===== config.mk =====
export PLATFORM = sky130hd
export DESIGN_NAME = hrrn_process_scheduler
export DESIGN_NICKNAME = d
export VERILOG_FILES = /design/src/design/hrrn_pkg.sv /design/src/design/hrrn_ram.sv /design/src/design/hrrn_process_scheduler.sv
export SDC_FILE = /design/constraint.sdc
export NUM_CORES = 2
export LEC_CHECK = 0
export ABC_CLOCK_PERIOD_IN_PS = 15250
export BUFFER_PORTS_ARGS = -buffer_cell sky130_fd_sc_hd__buf_2
export CORE_ASPECT_RATIO = 0.6
export CORE_MARGIN = 4
export CORE_UTILIZATION = 30
export CTS_BUF_LIST = sky130_fd_sc_hd__clkbuf_8
export DETAILED_ROUTE_END_ITERATION = 16
export PLACE_DENSITY = 0.42
export SYNTH_ARGS = -nofsm -noshare
export SYNTH_HDL_FRONTEND = slang
export SYNTH_SLANG_ARGS = --single-unit

===== constraint.sdc =====
create_clock -name clk -period 15.25 [get_ports clk]
set_clock_uncertainty 0.2 [all_clocks]
set_input_delay 2.2875 -clock clk [delete_from_list [all_inputs] [get_ports clk]]
set_output_delay 2.2875 -clock clk [all_outputs]
set_load 0.1 [all_outputs]

===== src/design/hrrn_pkg.sv =====
// Package of the highest-response-ratio-next scheduler.
// Holds sizes, field widths and the controller state type; it depends on nothing.
`default_nettype none
package hrrn_pkg;

  localparam int MAX_JOBS   = 16;
  localparam int TIME_WIDTH = 16;
  localparam int JOB_W      = $clog2(MAX_JOBS);
  localparam int CNT_W      = $clog2(MAX_JOBS + 1);
  localparam int CLK_W      = 21;
  localparam int PROD_W     = CLK_W + TIME_WIDTH;
  localparam int ENTRY_W    = 2 * TIME_WIDTH;
  localparam int IN_DATA_W  = 32;
  localparam int OUT_DATA_W = 72;
  localparam int IDX_OUT_W  = 4;

  typedef enum logic [2:0] {
    S_LOAD,
    S_START,
    S_LD,
    S_MUL,
    S_FIN,
    S_DEC,
    S_EMIT
  } state_t;

endpackage
`default_nettype wire


===== src/design/hrrn_ram.sv =====
// Generic RAM of the scheduler: one write port and one read port with registered data.
// Stands alone; it depends on no package.
`default_nettype none
module hrrn_ram #(
  parameter int WIDTH = 32,
  parameter int DEPTH = 16
) (
  input  wire logic                     clk,
  input  wire logic                     we,
  input  wire logic [$clog2(DEPTH)-1:0] waddr,
  input  wire logic [WIDTH-1:0]         wdata,
  input  wire logic [$clog2(DEPTH)-1:0] raddr,
  output logic      [WIDTH-1:0]         rdata
);

  logic [WIDTH-1:0] mem [DEPTH];

  always_ff @(posedge clk) begin
    if (we) begin
      mem[waddr] <= wdata;
    end
    rdata <= mem[raddr];
  end

endmodule
`default_nettype wire


===== src/design/hrrn_process_scheduler.sv =====
// Top level of the non-preemptive highest-response-ratio-next scheduler.
// Depends on hrrn_pkg and hrrn_ram, which holds the arrival and burst of each job.
//
//   channel  direction  transfer holds
//   in_      slave      one job: arrival, burst; tlast starts scheduling
//   out_     master     one scheduled job: index, completion, turnaround, wait
//
// Loading accepts one job per cycle. Each scheduling decision scans the N stored
// jobs through the single read port of the job memory, visiting each job in the
// states S_LD and S_MUL, and one extra scan runs each time no job is ready and
// time jumps to the next arrival.
// Reset clears the job count, the done flags and the output valid flag.
// A stalled output holds its result; the next scan runs meanwhile and waits
// only when its own result is ready.
`default_nettype none
module hrrn_process_scheduler (
  input  wire logic                             clk,
  input  wire logic                             rst_n,
  input  wire logic                             in_tvalid,
  output logic                                  in_tready,
  // in_tdata fields from bit 0: arrival[15:0], burst[31:16].
  input  wire logic [hrrn_pkg::IN_DATA_W-1:0]   in_tdata,
  input  wire logic                             in_tlast,
  output logic                                  out_tvalid,
  input  wire logic                             out_tready,
  // out_tdata fields from bit 0: job_index[3:0], completion[24:4],
  // turnaround[45:25], waiting[66:46], zero fill[71:67].
  output logic      [hrrn_pkg::OUT_DATA_W-1:0]  out_tdata,
  output logic                                  out_tlast
);

  localparam int TW  = hrrn_pkg::TIME_WIDTH;
  localparam int JW  = hrrn_pkg::JOB_W;
  localparam int CW  = hrrn_pkg::CNT_W;
  localparam int KW  = hrrn_pkg::CLK_W;
  localparam int PW  = hrrn_pkg::PROD_W;

  hrrn_pkg::state_t state_r, state_nxt;

  logic [CW-1:0]           count_r;
  logic [CW-1:0]           fin_r;
  logic [hrrn_pkg::MAX_JOBS-1:0] done_r;
  logic [KW-1:0]           clock_r;
  logic [JW-1:0]           rd_idx_r;

  logic [TW-1:0]           cand_a_r, cand_b_r;
  logic [KW-1:0]           cand_num_r;
  logic [JW-1:0]           cand_idx_r;
  logic                    cand_elig_r;
  logic [PW-1:0]           prod1_r, prod2_r;
  logic                    prod_vld_r;

  logic [TW-1:0]           best_a_r, best_b_r;
  logic [KW-1:0]           best_num_r;
  logic [JW-1:0]           best_idx_r;
  logic                    best_vld_r;
  logic [TW-1:0]           min_a_r;
  logic                    min_vld_r;

  logic                    out_vld_r;
  logic [hrrn_pkg::OUT_DATA_W-1:0] out_data_r;
  logic                    out_last_r;

  logic                    in_acc;
  logic                    ram_we;
  logic [JW-1:0]           ram_raddr;
  logic [hrrn_pkg::ENTRY_W-1:0] ram_wdata, ram_rdata;
  logic [TW-1:0]           in_arr, in_bur;
  logic [TW-1:0]           rd_a, rd_b;
  logic [JW-1:0]           last_idx;
  logic                    scan_last;
  logic                    slot_free;
  logic                    do_cmp;
  logic                    cand_wins;
  logic [KW-1:0]           res_wait, res_compl, res_turn;
  logic                    set_done;

  assign in_arr    = in_tdata[TW-1:0];
  assign in_bur    = (in_tdata[2*TW-1:TW] == '0) ? TW'(1) : in_tdata[2*TW-1:TW];
  assign ram_wdata = {in_bur, in_arr};
  assign rd_a      = ram_rdata[TW-1:0];
  assign rd_b      = ram_rdata[2*TW-1:TW];
  assign last_idx  = JW'(count_r - CW'(1));
  assign scan_last = (rd_idx_r == last_idx);
  assign slot_free = !out_vld_r || out_tready;
  assign cand_wins = cand_elig_r && (!best_vld_r || (prod1_r > prod2_r));
  assign res_wait  = clock_r - KW'(best_a_r);
  assign res_compl = clock_r + KW'(best_b_r);
  assign res_turn  = res_wait + KW'(best_b_r);
  assign set_done  = ((fin_r + CW'(1)) == count_r);

  hrrn_ram #(
    .WIDTH(hrrn_pkg::ENTRY_W),
    .DEPTH(hrrn_pkg::MAX_JOBS)
  ) u_job_ram (
    .clk  (clk),
    .we   (ram_we),
    .waddr(count_r[JW-1:0]),
    .wdata(ram_wdata),
    .raddr(ram_raddr),
    .rdata(ram_rdata)
  );

  always_comb begin
    state_nxt = state_r;
    case (state_r)
      hrrn_pkg::S_LOAD: begin
        if (in_acc && in_tlast) begin
          state_nxt = hrrn_pkg::S_START;
        end
      end
      hrrn_pkg::S_START: state_nxt = hrrn_pkg::S_LD;
      hrrn_pkg::S_LD:    state_nxt = hrrn_pkg::S_MUL;
      hrrn_pkg::S_MUL: begin
        state_nxt = scan_last ? hrrn_pkg::S_FIN : hrrn_pkg::S_LD;
      end
      hrrn_pkg::S_FIN:   state_nxt = hrrn_pkg::S_DEC;
      hrrn_pkg::S_DEC: begin
        state_nxt = best_vld_r ? hrrn_pkg::S_EMIT : hrrn_pkg::S_START;
      end
      hrrn_pkg::S_EMIT: begin
        if (slot_free) begin
          state_nxt = set_done ? hrrn_pkg::S_LOAD : hrrn_pkg::S_START;
        end
      end
      default: state_nxt = hrrn_pkg::S_LOAD;
    endcase
  end

  always_comb begin
    in_tready = 1'b0;
    ram_raddr = rd_idx_r;
    do_cmp    = 1'b0;
    case (state_r)
      hrrn_pkg::S_LOAD:  in_tready = 1'b1;
      hrrn_pkg::S_START: ram_raddr = '0;
      hrrn_pkg::S_LD:    do_cmp    = prod_vld_r;
      hrrn_pkg::S_MUL:   ram_raddr = rd_idx_r + JW'(1);
      hrrn_pkg::S_FIN:   do_cmp    = prod_vld_r;
      default:           ram_raddr = rd_idx_r;
    endcase
  end

  assign in_acc = in_tvalid && in_tready;
  assign ram_we = in_acc && (count_r < CW'(hrrn_pkg::MAX_JOBS));

  always_ff @(posedge clk) begin
    if (!rst_n) begin
      state_r    <= hrrn_pkg::S_LOAD;
      count_r    <= '0;
      fin_r      <= '0;
      done_r     <= '0;
      clock_r    <= '0;
      out_vld_r  <= 1'b0;
      prod_vld_r <= 1'b0;
      best_vld_r <= 1'b0;
      min_vld_r  <= 1'b0;
    end else begin
      state_r <= state_nxt;
      if (out_tready && (state_r != hrrn_pkg::S_EMIT)) begin
        out_vld_r <= 1'b0;
      end
      if (ram_we) begin
        count_r <= count_r + CW'(1);
      end
      case (state_r)
        hrrn_pkg::S_START: begin
          prod_vld_r <= 1'b0;
          best_vld_r <= 1'b0;
          min_vld_r  <= 1'b0;
        end
        hrrn_pkg::S_LD: begin
          if (!done_r[rd_idx_r] && (!min_vld_r || (rd_a < min_a_r))) begin
            min_vld_r <= 1'b1;
          end
          if (do_cmp && cand_wins) begin
            best_vld_r <= 1'b1;
          end
        end
        hrrn_pkg::S_MUL: prod_vld_r <= 1'b1;
        hrrn_pkg::S_FIN: begin
          if (do_cmp && cand_wins) begin
            best_vld_r <= 1'b1;
          end
        end
        hrrn_pkg::S_DEC: begin
          if (!best_vld_r) begin
            clock_r <= KW'(min_a_r);
          end
        end
        hrrn_pkg::S_EMIT: begin
          if (slot_free) begin
            out_vld_r <= 1'b1;
            if (set_done) begin
              count_r <= '0;
              fin_r   <= '0;
              done_r  <= '0;
              clock_r <= '0;
            end else begin
              fin_r            <= fin_r + CW'(1);
              done_r[best_idx_r] <= 1'b1;
              clock_r          <= res_compl;
            end
          end
        end
        default: begin
        end
      endcase
    end
  end

  always_ff @(posedge clk) begin
    case (state_r)
      hrrn_pkg::S_START: rd_idx_r <= '0;
      hrrn_pkg::S_LD: begin
        cand_a_r    <= rd_a;
        cand_b_r    <= rd_b;
        cand_num_r  <= clock_r - KW'(rd_a) + KW'(rd_b);
        cand_idx_r  <= rd_idx_r;
        cand_elig_r <= !done_r[rd_idx_r] && (KW'(rd_a) <= clock_r);
        if (!done_r[rd_idx_r] && (!min_vld_r || (rd_a < min_a_r))) begin
          min_a_r <= rd_a;
        end
      end
      hrrn_pkg::S_MUL: begin
        prod1_r  <= PW'(cand_num_r) * PW'(best_b_r);
        prod2_r  <= PW'(best_num_r) * PW'(cand_b_r);
        rd_idx_r <= rd_idx_r + JW'(1);
      end
      hrrn_pkg::S_EMIT: begin
        if (slot_free) begin
          out_data_r <= {5'd0, res_wait, res_turn, res_compl,
                         hrrn_pkg::IDX_OUT_W'(best_idx_r)};
          out_last_r <= set_done;
        end
      end
      default: begin
      end
    endcase
    if (do_cmp && cand_wins) begin
      best_a_r   <= cand_a_r;
      best_b_r   <= cand_b_r;
      best_num_r <= cand_num_r;
      best_idx_r <= cand_idx_r;
    end
  end

  assign out_tvalid = out_vld_r;
  assign out_tdata  = out_data_r;
  assign out_tlast  = out_last_r;

endmodule
`default_nettype wire


==> run_results.csv <==
group,metric,value,unit
clock_tree,cts_buffer_depth,3,
global_routing,grt_pass1_wl,275,mm
global_routing,grt-ovfl-total,0,
logic_synthesis,synth_area_per_cell,10.9,sq um
timing,slew_viol_final,0,
run_status,status,"complete, no violations",
timing,relSlewSlack,0.190,
clock_tree,clock_latency,0.89,ns
routing,wl_per_cell,22.3,um
timing,worst_slew_pin_slew,1.22,ns
logic_synthesis,syn_area,59000,sq um
worst_setup_path,critPathKind,"reg -> reg",
routing,drc,0,
clock_tree,postCtsSetupBuffers,0,
logic_synthesis,synthArstFlopShare,0,
floorplan,die_x,581,um
timing,setup_viol_count_final,0,
clock_tree,root_buffer,"clkbuf_8",
finish,most-common-layout-cells,"nand2_1 (987), inv_1 (867), edfxtp_1 (785), fa_1 (547), ha_1 (370)",
floorplan,start_util,0.303,
clock_tree,numCtsBuffers,153,
finish,final_util,0.337,
logic_synthesis,synth_edf_count,785,
logic_synthesis,yosysUniqueCellTypes,80,
pwr,vdd_drop_max,0.177,mV
hold_path,min_path_type,"reg -> reg",
finish,fin_nets,6466,
worst_setup_path,crit_path_max_fanout,17,
routing,drt_iter0_markers,3124,
logic_synthesis,ys_seq_elements,875,
routing,finalWirelength,184,mm
clock_tree,ctsHoldBuffers,0,
global_routing,grt_max_degree,163,
run,max_cap_viol_count,0,
routing,drtPass1Iterations,5,
timing,period_minus_slack,7.54,ns
global_routing,grt_usage,0.180,
routing,viasPerCell,4.79,
clock_tree,htreeDepth,4,
global_routing,antenna_found_initial,21,
clock_tree,cts_resized,0,
finish,layout_commonest_cell,"nand2_1",
worst_setup_path,startpoint_type,"register",
logic_synthesis,syn_inst,5436,
worst_setup_path,required,15.67,ns
worst_setup_path,critPathArrivalTime,7.95,ns
timing,period_share,0.494,
floorplan,core,195000,sq um
placed_design,port_buffers,106,
placed_design,place_congestion,0.835,
logic_synthesis,ys_warn_count,0,
floorplan,io_pins,112,
timing,fin_setup_tns,0,ns
routing,vias,39509,
clock_tree,cts_tree,"built",
pwr,p_leak,27.5,nW
clock_tree,clkTransAtPathRegs,0.06,ns
timing,rsz0062_at_grt,"no",
routing,ant_nets,0,
floorplan,die_height,352,um
timing,timing.fmax,133,MHz
placed_design,dpl.hpwl,123,mm
floorplan,die_area,204000,sq um
worst_setup_path,crit_path_end_kind,"register",
global_routing,first_global_vias,40125,
finish,syn2layout_area_growth,10.9,%
finish,drive_gt1_frac,0.0767,
clock_tree,cts.sinks,875,
timing,finalHoldWorstSlack,0.209,ns
pwr,totalPowerFinal,8.51,mW
pwr,powerDensity,130,nW/um^2
logic_synthesis,yosysSeqAreaShare,0.430,
timing,final_hold_viol_count,0,
logic_synthesis,synth-main-ff-cell,"edfxtp_1",
floorplan,core.rowCount,125,
## cell usage after synthesis (all sizes together) (65+ instances only)
master    n  area [sq um]
nand2   987          3700
a311oi   99           873
xnor2   114          1020
a21oi   152           761
and3     79           494
fa      547         11000
o21ai    65           329
and2    279          1750
ha      370          4630
nand3   167           836
nor2    145           544
a21o     66           495
edfxtp  785         23600
clkbuf  231           867
inv     801          3010
dfxtp    90          1800
## sequential cells by signal, summed over array words and instances (netlist names), 5 cells and up
register,count
cand_a_r,16
min_a_r,16
cand_num_r,21
best_a_r,16
count_r,5
u_job_ram.rdata,32
u_job_ram.mem,512
prod2_r,37
best_b_r,16
done_r,16
out_tdata,67
cand_b_r,16
prod1_r,37
fin_r,5
best_num_r,21
clock_r,21
## final timing paths
check | slack, ns | from | to | cells after the start
setup reg to reg | 7.71 | cand_num_r[7]$_DFFE_PP_ | prod1_r[36]$_DFFE_PP_ | 20
hold / removal | 0.21 | cand_a_r[8]$_DFFE_PP_ | best_a_r[8]$_DFFE_PP_ | 0
hold reg to reg | 0.21 | cand_a_r[8]$_DFFE_PP_ | best_a_r[8]$_DFFE_PP_ | 0
setup / recovery | 7.71 | cand_num_r[7]$_DFFE_PP_ | prod1_r[36]$_DFFE_PP_ | 20
## report_power, final
part / total [mW] / internal [mW] / switching (mW)
clock: 2.11 / 1.06 / 1.05
sequential: 2.87 / 2.81 / 0.0647
combinational: 3.52 / 1.30 / 2.22
## through the flow
step	area [sq um]	std cells	setup WS (ns)
2_1_floorplan	59000	5440	8.57
3_3_place_gp	62600	7960	7.81
3_5_place_dp	62600	7960	7.86
4_1_cts	65500	8236	7.80
5_1_grt	65500	8237	7.33
6_report	65500	8243	7.71
## per-layer routing
layer	global-route usage	share of wire	up-vias
li1	-	-	18170
met1	0.291	0.53	20044
met2	0.240	0.38	1107
met3	0.0404	0.068	188
met4	0.0388	0.017	0
met5	0	0	-
## worst max-delay path, stage by stage, from the launching register on
cell       delay (ns)
edfxtp_1         1.02
nand2_1          0.18
fa_1             0.61
inv_1            0.07
fa_1             0.61
fa_1             0.48
fa_1             0.50
fa_1             0.51
inv_1            0.07
fa_1             0.52
inv_1            0.06
ha_1             0.33
nand3_1          0.21
a21oi_1          0.07
a211oi_1         0.45
o2111ai_1        0.16
a21oi_1          0.34
o21bai_1         0.18
a221oi_1         0.39
a21oi_1          0.14
xnor2_1          0.16
## cell families (layout without fill, tap and decap cells)
| family | after synthesis | in the layout | share of synthesized area |
|---|---|---|---|
| AND/OR/NAND/NOR | 1809 | 1809 | 0.140 |
| adder cells (fa/ha/maj) | 917 | 917 | 0.264 |
| AO/OA/AOI/OAI | 608 | 608 | 0.0720 |
| buffers and inverters | 1065 | 1258 | 0.0682 |
| XOR/XNOR | 153 | 153 | 0.0231 |
| other | 1 | 12 | 0.0000635 |
| flip-flops | 875 | 875 | 0.430 |
| multiplexers | 8 | 8 | 0.00242 |
## final cells by class
type | instances | area [sq um]
clock buffers | 168 | 2310
multi-input cells | 3500 | 29800
flip-flops and latches | 875 | 25400
clock inverters | 108 | 583
fillers | 19738 | 129000
inverters | 801 | 3020
repair buffers | 181 | 1110
well taps | 2603 | 3260
diodes | 7 | 17.5
No activity file was read; power rests on OpenSTA's default activity.
